<file path="src/rtl/lru_clean_page_replacement_core_assert.svh">
// Assertion macros for the LRU clean-page replacement core.
// Included by the top level; expects signals named clock and reset in scope.
`ifndef LRU_CLEAN_PAGE_REPLACEMENT_CORE_ASSERT_SVH
`define LRU_CLEAN_PAGE_REPLACEMENT_CORE_ASSERT_SVH

// Consequent must hold in the same cycle as the antecedent.
`define LRUCP_ASSERT_HOLDS(label, ante, cons) \
   label: assert property (@(posedge clock) disable iff (reset) (ante) |-> (cons)) \
      else $error("lrucp: same-cycle check failed");

// Consequent must hold in the cycle after the antecedent.
`define LRUCP_ASSERT_NEXT(label, ante, cons) \
   label: assert property (@(posedge clock) disable iff (reset) (ante) |=> (cons)) \
      else $error("lrucp: next-cycle check failed");

`endif

</file>
<file path="src/rtl/lrucp_pkg.sv">
// Shared constants and types for the LRU clean-page replacement core.
// No dependencies; used by the channel interfaces, the entry RAM and the top level.
package lrucp_pkg;

   localparam int DEPTH = 16;
   localparam int POS_W = (DEPTH > 1) ? $clog2(DEPTH) : 1;
   localparam int CNT_W = $clog2(DEPTH + 1);
   localparam int ID_W  = 16;
   localparam int CAP_W = 5;
   localparam int CMP_W = (CNT_W > CAP_W) ? CNT_W : CAP_W;

   localparam logic [CAP_W-1:0] CAP_RESET = 5'd16;

   typedef logic [1:0] outcome_type;
   localparam outcome_type OUT_HIT    = 2'd0;
   localparam outcome_type OUT_APPEND = 2'd1;
   localparam outcome_type OUT_EVICT  = 2'd2;
   localparam outcome_type OUT_FULL   = 2'd3;

   typedef struct packed {
      logic [ID_W-1:0] segment_id;
      logic [ID_W-1:0] page_id;
      logic            dirty;
   } entry_type;

   typedef struct packed {
      logic             en;
      logic [POS_W-1:0] addr;
      entry_type        data;
   } ram_wr_type;

   typedef struct packed {
      logic             en;
      logic [POS_W-1:0] addr;
   } ram_rd_type;

endpackage

</file>
<file path="src/rtl/lrucp_channels.sv">
// Valid/ready channel interfaces for requests, responses and the capacity register.
// Depends on lrucp_pkg for field widths and the outcome type.
interface lrucp_req_if;
   logic                        valid;
   logic                        ready;
   logic [lrucp_pkg::ID_W-1:0]  segment_id;
   logic [lrucp_pkg::ID_W-1:0]  page_id;
   logic                        modified;

   modport source (output valid, segment_id, page_id, modified, input ready);
   modport sink   (input valid, segment_id, page_id, modified, output ready);
endinterface

interface lrucp_rsp_if;
   logic                        valid;
   logic                        ready;
   lrucp_pkg::outcome_type      outcome;
   logic [lrucp_pkg::ID_W-1:0]  victim_segment;
   logic [lrucp_pkg::ID_W-1:0]  victim_page;

   modport source (output valid, outcome, victim_segment, victim_page, input ready);
   modport sink   (input valid, outcome, victim_segment, victim_page, output ready);
endinterface

interface lrucp_csr_if;
   logic                        valid;
   logic                        ready;
   logic [lrucp_pkg::CAP_W-1:0] capacity;

   modport source (output valid, capacity, input ready);
   modport sink   (input valid, capacity, output ready);
endinterface

</file>
<file path="src/rtl/lrucp_entry_ram.sv">
// Entry store: one write port, one read port, registered read data.
// Depends on lrucp_pkg for the entry and port types.
module lrucp_entry_ram (
   input  logic                  clock,
   input  lrucp_pkg::ram_wr_type wr,
   input  lrucp_pkg::ram_rd_type rd,
   output lrucp_pkg::entry_type  rd_data
);

   lrucp_pkg::entry_type mem [lrucp_pkg::DEPTH];
   lrucp_pkg::entry_type rd_data_ff;

   always_ff @(posedge clock) begin
      if (wr.en) begin
         mem[wr.addr] <= wr.data;
      end
      if (rd.en) begin
         rd_data_ff <= mem[rd.addr];
      end
   end

   assign rd_data = rd_data_ff;

endmodule

</file>
<file path="src/rtl/lru_clean_page_replacement_core.sv">
// Top level of the LRU clean-page replacement core.
// Depends on lrucp_pkg, the channel interfaces, lrucp_entry_ram and the assertion header.
//
// The core holds up to DEPTH pages in a single-port-write, single-port-read RAM,
// kept in recency order: position 0 is least recent, position count-1 most recent.
// Each request (segment, page, modified) gives exactly one response. A hit stores
// the new modified flag and moves the page to the most recent position (outcome 0).
// A miss below capacity appends the page (outcome 1). A miss at capacity removes
// the least recent clean page and returns it (outcome 2) without inserting the new
// page; the caller retries. With no clean page the table is emptied (outcome 3).
// Victim fields read zero except on outcome 2. Capacity 0 acts as 1, values above
// DEPTH act as DEPTH; write it only while the core is idle. Timing: one request at
// a time. A scan reads every held entry, one per cycle, through the RAM read port;
// a hit or eviction then closes the gap by moving the younger entries down one
// position, one per cycle, and a hit writes the page back on top. No clearing
// pass is needed after reset.
module lru_clean_page_replacement_core (
   input  logic       clock,
   input  logic       reset,
   lrucp_req_if.sink  req_if,
   lrucp_rsp_if.source rsp_if,
   lrucp_csr_if.sink  csr_if
);

`include "lru_clean_page_replacement_core_assert.svh"

   localparam logic [2:0] ST_IDLE   = 3'd0;  // waiting for a request
   localparam logic [2:0] ST_SCAN   = 3'd1;  // read all held entries
   localparam logic [2:0] ST_DECIDE = 3'd2;  // pick hit / append / evict / full
   localparam logic [2:0] ST_SHIFT  = 3'd3;  // close the gap, one entry a cycle
   localparam logic [2:0] ST_PUT    = 3'd4;  // hit page written at MRU position
   localparam logic [2:0] ST_DONE   = 3'd5;  // hand result to the output register

   logic [2:0]                    state_ff, state_in;
   logic [lrucp_pkg::CNT_W-1:0]   count_ff, count_in;
   logic [lrucp_pkg::CAP_W-1:0]   capacity_ff;
   lrucp_pkg::entry_type          req_ff, req_in;

   // shared read pipeline for the scan and the shift
   logic [lrucp_pkg::POS_W-1:0]   rd_pos_ff, rd_pos_in;
   logic                          rd_more_ff, rd_more_in;
   logic [lrucp_pkg::POS_W-1:0]   last_ff, last_in;
   logic                          pipe_vld_ff, pipe_vld_in;
   logic [lrucp_pkg::POS_W-1:0]   pipe_pos_ff, pipe_pos_in;

   // scan results
   logic                          hit_found_ff, hit_found_in;
   logic [lrucp_pkg::POS_W-1:0]   hit_pos_ff, hit_pos_in;
   logic                          clean_found_ff, clean_found_in;
   logic [lrucp_pkg::POS_W-1:0]   clean_pos_ff, clean_pos_in;
   lrucp_pkg::entry_type          victim_ff, victim_in;
   logic                          is_hit_ff, is_hit_in;

   // result held until the output register frees up
   lrucp_pkg::outcome_type        outcome_ff, outcome_in;
   logic [lrucp_pkg::ID_W-1:0]    vseg_ff, vseg_in;
   logic [lrucp_pkg::ID_W-1:0]    vpage_ff, vpage_in;

   // output register
   logic                          rsp_valid_ff, rsp_valid_in;
   lrucp_pkg::outcome_type        rsp_outcome_ff, rsp_outcome_in;
   logic [lrucp_pkg::ID_W-1:0]    rsp_vseg_ff, rsp_vseg_in;
   logic [lrucp_pkg::ID_W-1:0]    rsp_vpage_ff, rsp_vpage_in;

   lrucp_pkg::ram_wr_type         ram_wr;
   lrucp_pkg::ram_rd_type         ram_rd;
   lrucp_pkg::entry_type          ram_q;

   logic                          req_take;
   logic                          rsp_take;
   logic                          rsp_free;
   logic [lrucp_pkg::CMP_W-1:0]   cap_ext;
   logic [lrucp_pkg::CMP_W-1:0]   eff_cap;
   logic                          has_room;
   logic                          key_match;

   lrucp_entry_ram u_entry_ram (
      .clock   (clock),
      .wr      (ram_wr),
      .rd      (ram_rd),
      .rd_data (ram_q)
   );

   assign req_if.ready = (state_ff == ST_IDLE);
   assign req_take     = req_if.valid && req_if.ready;
   assign csr_if.ready = 1'b1;

   assign rsp_take = rsp_valid_ff && rsp_if.ready;
   assign rsp_free = !rsp_valid_ff || rsp_if.ready;

   assign rsp_if.valid          = rsp_valid_ff;
   assign rsp_if.outcome        = rsp_outcome_ff;
   assign rsp_if.victim_segment = rsp_vseg_ff;
   assign rsp_if.victim_page    = rsp_vpage_ff;

   // capacity 0 acts as 1, anything above DEPTH acts as DEPTH
   assign cap_ext = lrucp_pkg::CMP_W'(capacity_ff);
   always_comb begin
      if (cap_ext == '0) begin
         eff_cap = lrucp_pkg::CMP_W'(1);
      end else if (cap_ext > lrucp_pkg::CMP_W'(lrucp_pkg::DEPTH)) begin
         eff_cap = lrucp_pkg::CMP_W'(lrucp_pkg::DEPTH);
      end else begin
         eff_cap = cap_ext;
      end
   end
   assign has_room = lrucp_pkg::CMP_W'(count_ff) < eff_cap;

   assign key_match = (ram_q.segment_id == req_ff.segment_id)
                   && (ram_q.page_id == req_ff.page_id);

   always_comb begin
      state_in       = state_ff;
      count_in       = count_ff;
      req_in         = req_ff;
      rd_pos_in      = rd_pos_ff;
      rd_more_in     = rd_more_ff;
      last_in        = last_ff;
      pipe_vld_in    = 1'b0;
      pipe_pos_in    = pipe_pos_ff;
      hit_found_in   = hit_found_ff;
      hit_pos_in     = hit_pos_ff;
      clean_found_in = clean_found_ff;
      clean_pos_in   = clean_pos_ff;
      victim_in      = victim_ff;
      is_hit_in      = is_hit_ff;
      outcome_in     = outcome_ff;
      vseg_in        = vseg_ff;
      vpage_in       = vpage_ff;
      rsp_valid_in   = rsp_valid_ff && !rsp_take;
      rsp_outcome_in = rsp_outcome_ff;
      rsp_vseg_in    = rsp_vseg_ff;
      rsp_vpage_in   = rsp_vpage_ff;
      ram_wr         = '0;
      ram_rd         = '0;

      case (state_ff)
         ST_IDLE: begin
            if (req_take) begin
               req_in.segment_id = req_if.segment_id;
               req_in.page_id    = req_if.page_id;
               req_in.dirty      = req_if.modified;
               rd_pos_in         = '0;
               rd_more_in        = (count_ff != '0);
               last_in           = lrucp_pkg::POS_W'(count_ff - 1'b1);
               hit_found_in      = 1'b0;
               clean_found_in    = 1'b0;
               state_in          = ST_SCAN;
            end
         end

         ST_SCAN: begin
            // issue one read per cycle, compare the entry returned in the next cycle
            if (rd_more_ff) begin
               ram_rd.en   = 1'b1;
               ram_rd.addr = rd_pos_ff;
               pipe_vld_in = 1'b1;
               pipe_pos_in = rd_pos_ff;
               rd_more_in  = (rd_pos_ff != last_ff);
               rd_pos_in   = rd_pos_ff + 1'b1;
            end
            if (pipe_vld_ff) begin
               if (!hit_found_ff && key_match) begin
                  hit_found_in = 1'b1;
                  hit_pos_in   = pipe_pos_ff;
               end
               if (!clean_found_ff && !ram_q.dirty) begin
                  clean_found_in = 1'b1;
                  clean_pos_in   = pipe_pos_ff;
                  victim_in      = ram_q;
               end
            end
            if (!rd_more_ff && !pipe_vld_ff) begin
               state_in = ST_DECIDE;
            end
         end

         ST_DECIDE: begin
            vseg_in  = '0;
            vpage_in = '0;
            if (hit_found_ff) begin
               outcome_in = lrucp_pkg::OUT_HIT;
               is_hit_in  = 1'b1;
               rd_pos_in  = hit_pos_ff + 1'b1;
               rd_more_in = 1'b1;
               state_in   = (hit_pos_ff == last_ff) ? ST_PUT : ST_SHIFT;
            end else if (has_room) begin
               outcome_in     = lrucp_pkg::OUT_APPEND;
               ram_wr.en      = 1'b1;
               ram_wr.addr    = lrucp_pkg::POS_W'(count_ff);
               ram_wr.data    = req_ff;
               count_in       = count_ff + 1'b1;
               state_in       = ST_DONE;
            end else if (clean_found_ff) begin
               outcome_in = lrucp_pkg::OUT_EVICT;
               vseg_in    = victim_ff.segment_id;
               vpage_in   = victim_ff.page_id;
               is_hit_in  = 1'b0;
               count_in   = count_ff - 1'b1;
               rd_pos_in  = clean_pos_ff + 1'b1;
               rd_more_in = 1'b1;
               state_in   = (clean_pos_ff == last_ff) ? ST_DONE : ST_SHIFT;
            end else begin
               // every page dirty: table dropped
               outcome_in = lrucp_pkg::OUT_FULL;
               count_in   = '0;
               state_in   = ST_DONE;
            end
         end

         ST_SHIFT: begin
            // read position p, write it to p-1 next cycle
            if (rd_more_ff) begin
               ram_rd.en   = 1'b1;
               ram_rd.addr = rd_pos_ff;
               pipe_vld_in = 1'b1;
               pipe_pos_in = rd_pos_ff - 1'b1;
               rd_more_in  = (rd_pos_ff != last_ff);
               rd_pos_in   = rd_pos_ff + 1'b1;
            end
            if (pipe_vld_ff) begin
               ram_wr.en   = 1'b1;
               ram_wr.addr = pipe_pos_ff;
               ram_wr.data = ram_q;
            end
            if (!rd_more_ff && !pipe_vld_ff) begin
               state_in = is_hit_ff ? ST_PUT : ST_DONE;
            end
         end

         ST_PUT: begin
            ram_wr.en   = 1'b1;
            ram_wr.addr = last_ff;
            ram_wr.data = req_ff;
            state_in    = ST_DONE;
         end

         ST_DONE: begin
            if (rsp_free) begin
               rsp_valid_in   = 1'b1;
               rsp_outcome_in = outcome_ff;
               rsp_vseg_in    = vseg_ff;
               rsp_vpage_in   = vpage_ff;
               state_in       = ST_IDLE;
            end
         end

         default: begin
            state_in = ST_IDLE;
         end
      endcase
   end

   always_ff @(posedge clock) begin
      if (reset) begin
         state_ff     <= ST_IDLE;
         count_ff     <= '0;
         capacity_ff  <= lrucp_pkg::CAP_RESET;
         pipe_vld_ff  <= 1'b0;
         rd_more_ff   <= 1'b0;
         rsp_valid_ff <= 1'b0;
      end else begin
         state_ff     <= state_in;
         count_ff     <= count_in;
         pipe_vld_ff  <= pipe_vld_in;
         rd_more_ff   <= rd_more_in;
         rsp_valid_ff <= rsp_valid_in;
         if (csr_if.valid && csr_if.ready) begin
            capacity_ff <= csr_if.capacity;
         end
      end
   end

   // payload and datapath registers
   always_ff @(posedge clock) begin
      req_ff         <= req_in;
      rd_pos_ff      <= rd_pos_in;
      last_ff        <= last_in;
      pipe_pos_ff    <= pipe_pos_in;
      hit_found_ff   <= hit_found_in;
      hit_pos_ff     <= hit_pos_in;
      clean_found_ff <= clean_found_in;
      clean_pos_ff   <= clean_pos_in;
      victim_ff      <= victim_in;
      is_hit_ff      <= is_hit_in;
      outcome_ff     <= outcome_in;
      vseg_ff        <= vseg_in;
      vpage_ff       <= vpage_in;
      rsp_outcome_ff <= rsp_outcome_in;
      rsp_vseg_ff    <= rsp_vseg_in;
      rsp_vpage_ff   <= rsp_vpage_in;
   end

   // table never grows past the RAM
   `LRUCP_ASSERT_HOLDS(a_count_bound, 1'b1, count_ff <= lrucp_pkg::CNT_W'(lrucp_pkg::DEPTH))
   // victim fields only carry data on an eviction
   `LRUCP_ASSERT_HOLDS(a_victim_zero, rsp_valid_ff && (rsp_outcome_ff != lrucp_pkg::OUT_EVICT), (rsp_vseg_ff == '0) && (rsp_vpage_ff == '0))
   // an accepted request always starts a scan
   `LRUCP_ASSERT_NEXT(a_take_scans, req_take, state_ff == ST_SCAN)
   // read data in flight only while scanning or shifting
   `LRUCP_ASSERT_HOLDS(a_pipe_busy, pipe_vld_ff, (state_ff == ST_SCAN) || (state_ff == ST_SHIFT))

endmodule
</file>
<file path="src/flat_wrapper.sv">
// flat-port wrapper written by rule: the top's interface ports become plain ports
module lru_clean_page_replacement_core_flat 
  (clock, reset, req_if_valid, req_if_segment_id, req_if_page_id, req_if_modified, req_if_ready, rsp_if_valid, rsp_if_outcome, rsp_if_victim_segment, rsp_if_victim_page, rsp_if_ready, csr_if_valid, csr_if_capacity, csr_if_ready);
  lrucp_req_if req_if_i ();
  lrucp_rsp_if rsp_if_i ();
  lrucp_csr_if csr_if_i ();
  input  logic clock;
  input  logic reset;
  input wire logic [$bits(req_if_i.valid)-1:0] req_if_valid;
  input wire logic [$bits(req_if_i.segment_id)-1:0] req_if_segment_id;
  input wire logic [$bits(req_if_i.page_id)-1:0] req_if_page_id;
  input wire logic [$bits(req_if_i.modified)-1:0] req_if_modified;
  output wire logic [$bits(req_if_i.ready)-1:0] req_if_ready;
  output wire logic [$bits(rsp_if_i.valid)-1:0] rsp_if_valid;
  output wire logic [$bits(rsp_if_i.outcome)-1:0] rsp_if_outcome;
  output wire logic [$bits(rsp_if_i.victim_segment)-1:0] rsp_if_victim_segment;
  output wire logic [$bits(rsp_if_i.victim_page)-1:0] rsp_if_victim_page;
  input wire logic [$bits(rsp_if_i.ready)-1:0] rsp_if_ready;
  input wire logic [$bits(csr_if_i.valid)-1:0] csr_if_valid;
  input wire logic [$bits(csr_if_i.capacity)-1:0] csr_if_capacity;
  output wire logic [$bits(csr_if_i.ready)-1:0] csr_if_ready;
  assign req_if_i.valid = req_if_valid;
  assign req_if_i.segment_id = req_if_segment_id;
  assign req_if_i.page_id = req_if_page_id;
  assign req_if_i.modified = req_if_modified;
  assign req_if_ready = req_if_i.ready;
  assign rsp_if_valid = rsp_if_i.valid;
  assign rsp_if_outcome = rsp_if_i.outcome;
  assign rsp_if_victim_segment = rsp_if_i.victim_segment;
  assign rsp_if_victim_page = rsp_if_i.victim_page;
  assign rsp_if_i.ready = rsp_if_ready;
  assign csr_if_i.valid = csr_if_valid;
  assign csr_if_i.capacity = csr_if_capacity;
  assign csr_if_ready = csr_if_i.ready;
  lru_clean_page_replacement_core u_core (.clock(clock), .reset(reset), .req_if(req_if_i), .rsp_if(rsp_if_i), .csr_if(csr_if_i));
endmodule
</file>
<file path="config.mk">
export PLATFORM = sky130hd
export DESIGN_NAME = lru_clean_page_replacement_core_flat
export DESIGN_NICKNAME = d
export VERILOG_FILES = /design/src/rtl/lrucp_pkg.sv /design/src/rtl/lrucp_channels.sv /design/src/rtl/lrucp_entry_ram.sv /design/src/rtl/lru_clean_page_replacement_core.sv /design/src/flat_wrapper.sv
export VERILOG_INCLUDE_DIRS = /design/src /design/src/rtl
export SDC_FILE = /design/constraint.sdc
export NUM_CORES = 1
export LEC_CHECK = 0
export ABC_AREA = 1
export BUFFER_PORTS_ARGS = -buffer_cell sky130_fd_sc_hd__buf_2
export CORE_MARGIN = 2
export CORE_UTILIZATION = 55
export CTS_CLUSTER_SIZE = 10
export DETAILED_ROUTE_END_ITERATION = 10
export PLACE_DENSITY_LB_ADDON = 0.15
export SLEW_MARGIN = 20
export SYNTH_ARGS = -nofsm -noshare
export SYNTH_HDL_FRONTEND = slang
export SYNTH_HIERARCHICAL = 1
export SYNTH_SLANG_ARGS = --single-unit
</file>
<file path="constraint.sdc">
create_clock -name clock -period 12.3 [get_ports clock]
set_input_delay 1.23 -clock clock [delete_from_list [all_inputs] [get_ports clock]]
set_output_delay 1.23 -clock clock [all_outputs]
set_load 0.02 [all_outputs]
</file>
-- After elaboration in Yosys (flattened, before gate mapping)
Memories as Yosys holds them, arrays and structs flattened. A register that Yosys moved wholly into a read port is not among the register bits.
Cells that the tools add are included.
- bitwise operators: 3
- add/sub/neg operators: 6
- eq/ne operators: 23
- reductions and logical operators: 38
- multiplexer cells: 52
- $lt $le $gt $ge: 2
- operators with widths (operator ; number):
    38-bit two-way mux ; 3
    38-bit case mux with 3 select lines ; 1
    16-bit == test ; 2
    5-bit two-way mux ; 6
    4-bit two-way mux ; 7
    3-bit two-way mux ; 9
    1-bit two-way mux ; 20
    2-bit by 1-bit inequality test with 1-bit output (second input constant) ; 10
    3-bit case mux with 6 select lines ; 1
    4-bit AND reduction ; 4
    4-bit by 1-bit adder with 4-bit output (second input constant) ; 3
    4-bit case mux with 3 select lines ; 1
    3-bit AND reduction ; 4
    4-bit == test ; 2
    4-bit case mux with 2 select lines ; 1
    1-bit logical AND ; 7
    1-bit logical NOT ; 7
    3-bit by 2-bit == test with 1-bit output (second input constant) ; 2
    3-bit == test (second input constant) ; 2
    2-bit AND reduction ; 3
    2-bit nonzero test ; 3
    2-bit OR reduction ; 3
    5-bit by 1-bit adder with 5-bit output (second input constant) ; 1
    5-bit > comparator (second input constant) ; 1
    other kinds (18) ; 21
- output and inout bits: 37
- bits in writable memories: 528
- register bits after elaboration: 172
- memories kept: 1
- bits of input ports: 43
- memory list (memory ; words ; bits a word ; rd ports ; clocked after memory_dff ; wr ports ; line ; RTL):
    u_core.u_entry_ram.mem ; 16 ; 33 ; 1 ; 1 ; 1 ; lrucp_entry_ram.sv:10 ; lrucp_pkg::entry_type mem [lrucp_pkg::DEPTH];

-- Depth between registers and ports, before layout
- word-level depth: 9
- mapped depth: 15
- depth with buffers taken out: 14

-- Cells and area by module
Netlist, hierarchy kept.
- by module, submodules not included (module ; sequential area each (µm²) ; area an instance (µm²) ; cells an instance ; times used):
    lrucp_entry_ram ; 16846.2 ; 23571.4 ; 2185 ; 1
    lru_clean_page_replacement_core ; 5004.8 ; 7616.1 ; 714 ; 1

-- Least setup slack after synthesis
Ideal clock, no wire load.
- kind: register -> register
- from: register u_core.state_ff[1]
- to: memory u_core/u_entry_ram/mem[12][0] (netlist bit) (enable)
- buffers on the path: 1
- library setup time: 0.423 ns
- cell stages (with the launch flop): 12
- clock period less this slack: 4.125 ns
- arrival time: 3.701 ns
- setup slack: 8.175 ns
- cell sequence: dfxtp_1 inv_2 nor3_4 inv_2 nor2_4 nand2_2 nand2_2 inv_2 buf_6 nand2_1 nand3_1 nor2_1
- RTL lines (element ; line ; RTL):
    start, declared ; lru_clean_page_replacement_core.sv:34 ; logic [2:0] state_ff, state_in;
    start signal, assigned ; lru_clean_page_replacement_core.sv:263 ; state_ff <= state_in;
    end, declared ; lrucp_entry_ram.sv:10 ;

==> metrics.cfg <==
[run_status]
status = finished, final reports clean

[clocking]
cts_tree = built
ctsHoldBuffers = 0
post-cts-setup-buffer-count = 0
ctsResizeCount = 0
clockBufferDepth = 3
clk_latency_ns = 0.63
cts_root_buffer = clkbuf_16
clkTransAtPathRegs_ns = 0.05
cts_htree_levels = 3
numCtsBuffers = 84
clock_sinks = 733

[sta]
finalSetupTns_ns = 0
hold_viol_final = 0
slew_headroom = 0.245
fmax_ghz = 0.212
tightest_slew_ns = 1.13
finalSetupViolCount = 0
setup_slack_ns = 7.58
period_share = 0.384
fin_crit_ns = 4.72
final.setup_skew_ns = 0.0248
maxSlewViolCount = 0
rsz0062_at_grt = no

[synth]
synth_top_area_share = 0.690
seq_area_frac_synth = 0.701
synth_warnings = 6
async_reset_ff_frac = 0
synthesis.nets = 2951
synth.distinct_cells = 44
synth_edf_count = 717
synth_cells = 2899
syn_area_per_cell_um2 = 10.8
synth.ff_latch_count = 733
synth_flop_cell = edfxtp_1
yosysTopAreaCell = edfxtp_1
syn_area_um2 = 31200
synth.area.top_cells = edfxtp_1 (69%), nand2_1 (9.9%), nand3_1 (7.0%)

[power_and_ir_drop]
p_leak_uw = 0.0145
vdd_drop_max_mv = 0.153
powerDensity_nw_per_um2 = 174
finalPower_uw = 6060

[drt]
ant_nets = 0
drc = 0
first_pass_iters = 6
drt_iter0_drc = 2097
drt-wirelength-per-cell_um = 20.3
wl_um = 76500
viasPerCell = 5.43
vias = 20400

[placement]
dp_slack_ns = 7.62
port_buffers = 78
dp_cells = 3656
post-dp-hpwl_um = 41000
routabilityCongestion = 0.932

[critical_path]
arrival_ns = 5.09
rr_endpoint = u_core/u_entry_ram/rd_data[31]
slowest_stage = buf_4
path_cells = inv_1, nand2_4, nor2_1, inv_1, nor2_4, buf_12, inv_6, buf_4, buf_4, nand2_1, nand3_1, nand3_1, nand3_1, nand2_1
reg2regPathDepth = 14
critPathMostFrequentCell = nand3_1
r2r_setup_slack_ns = 7.58
cp-start-kind = flip-flop
critPathKind = reg -> reg
worst-path-max-fanout = 169
crit_required_ns = 12.67
critPathLaunch = u_core/state_ff[2]
cp-end-kind = flip-flop
r2r_start = u_core/state_ff[2]
setup.worst_path.end = u_core/u_entry_ram/rd_data[31]
cpPeakStageDelay_ns = 0.90

[final_layout]
num_antenna_cells = 0
regArea_um2 = 21900
area_growth_pct = 11.5
multi_input_area_um2 = 6990
fillers = 4385
drive_gt1_frac = 0.0893
final_cells = 3758
num-nets-final = 3039

[die]
initial_core_util = 0.554
num_rows = 87
core_um2 = 56300
die_h_um = 242
die_area_um2 = 58600
io_pins = 80
die_w_um = 242

[global_route]
antenna_found_initial = 0
grt_overflow = 0
grt_pass1_wl_um = 116000
grt_max_degree = 170
grt.total_usage = 0.262
grt_pass1_vias = 19400

[flow_run]
maxCapViolCount = 0

[worst_hold_path]
hold_path.class = reg -> reg

-- flip-flops by register name, summed over array words and instances (netlist names), 2 cells and up --
name	count
u_core/rsp_if.victim_page	16
u_core/hit_pos_ff	4
u_core/count_ff	5
u_core/rd_pos_ff	4
u_core/vseg_ff	16
u_core/pipe_pos_ff	4
u_core/victim_ff	32
u_core/rsp_if.outcome	2
u_core/vpage_ff	16
u_core/state_ff	3
u_core/last_ff	4
u_core/u_entry_ram/rd_data	33
u_core/outcome_ff	2
u_core/clean_pos_ff	4
u_core/u_entry_ram/mem	528
u_core/rsp_if.victim_segment	16
u_core/cap_ext	5
u_core/req_ff	33
-- kinds of logic after synthesis --
logic type / Yosys count / share of synthesized area
buffers and inverters: 640 / 0.0822
other: 1 / 0.000120
adder cells (fa/ha/maj): 9 / 0.00361
AND/OR/NAND/NOR: 1411 / 0.191
AO/OA/AOI/OAI: 78 / 0.0148
flip-flops: 733 / 0.701
XOR/XNOR: 27 / 0.00758
-- synthesized netlist by cell type (2+ instances only) --
cell type and instances:
nand2_1 819, edfxtp_1 717, inv_1 510, nand3_1 434, nor2_1 118, buf_2 80
o21ai_0 32, xor2_1 20, dfxtp_1 16, a21oi_1 15, buf_1 15, clkbuf_1 15
o22ai_1 12, buf_4 10, nor3_1 10, ha_1 9, nand4_1 9, inv_2 7
xnor2_1 7, a31oi_1 5, nor4_1 4, o221ai_1 4, buf_6 3, and3_1 2
nand2_2 2, nand3b_1 2, nor2_2 2, nor3_2 2, o2111ai_1 2, o211ai_1 2
-- layer usage --
layer | vias up | GRT usage | share of wire
met1 | 9791 | 0.364 | 0.42
met2 | 839 | 0.431 | 0.48
met3 | 151 | 0.0374 | 0.076
met5 | - | 0 | 0
met4 | 0 | 0.0859 | 0.028
li1 | 9611 | - | -
-- critical path, delay by kind of cell, from the launching register on --
| kind | cells | cell delay, ns |
|---|---|---|
| buffers and inverters | 6 | 3.01 |
| AND/OR/NAND/NOR | 8 | 0.82 |
| flip-flops | 1 | 0.42 |
-- cells in the final DEF (no fill, tap or decap), drive strengths merged, types with 2 or more instances in the layout --
cell type / instances
nand3b: 2
clkbuf: 96
nor4: 4
o211ai: 2
xor2: 20
nand4: 9
ha: 9
inv: 519
nor3: 13
clkinv: 3
edfxtp: 717
a31oi: 5
nor2: 121
o22ai: 12
o221ai: 4
o2111ai: 2
nand3: 434
buf: 124
and3: 2
a21oi: 15
xnor2: 7
dfxtp: 16
o21ai: 33
nand2: 822
-- stage by stage --
| stage | utilization | area [µm²] | hold WS [ns] |
|---|---|---|---|
| 6_report | 0.618 | 34800 | 0.412 |
| 5_1_grt | 0.618 | 34800 | 0.417 |
| 4_1_cts | 0.617 | 34700 | 0.414 |
| 3_5_place_dp | 0.577 | 32500 | 0.405 |
| 3_3_place_gp | 0.577 | 32400 | 0.400 |
| 2_1_floorplan | - | 31200 | 0.400 |
-- worst min path at each step --
stage | start | cells after the start | slack [ns] | endpoint
global placement | u_core/vseg_ff[1] | 0 | 0.40 | u_core/rsp_if.victim_segment[1]
CTS | u_core/vpage_ff[9] | 0 | 0.41 | u_core/rsp_if.victim_page[9]
global route | u_core/vpage_ff[3] | 0 | 0.42 | u_core/rsp_if.victim_page[3]
detailed placement | u_core/vpage_ff[12] | 0 | 0.40 | u_core/rsp_if.victim_page[12]
floorplan | u_core/outcome_ff[0] | 0 | 0.40 | u_core/rsp_if.outcome[0]
finish | u_core/vpage_ff[12] | 0 | 0.41 | u_core/rsp_if.victim_page[12]
-- final cells by class --
| class | instances | area share |
|---|---|---|
| clock inverter | 6 | 0.00266 |
| timing repair buffer | 125 | 0.0217 |
| clock buffer | 95 | 0.0631 |
| sequential | 733 | 0.628 |
| inverter | 517 | 0.0561 |
| tap | 756 | 0.0272 |
| multi-input combinational | 1526 | 0.201 |
-- power breakdown --
group | internal, µW | switching [µW] | leakage [µW]
sequential | 2970 | 91.5 | 0.00642
clock | 1270 | 910 | 0.00112
combinational | 216 | 600 | 0.00701
Note: power is estimated with default switching activity, not from simulation.
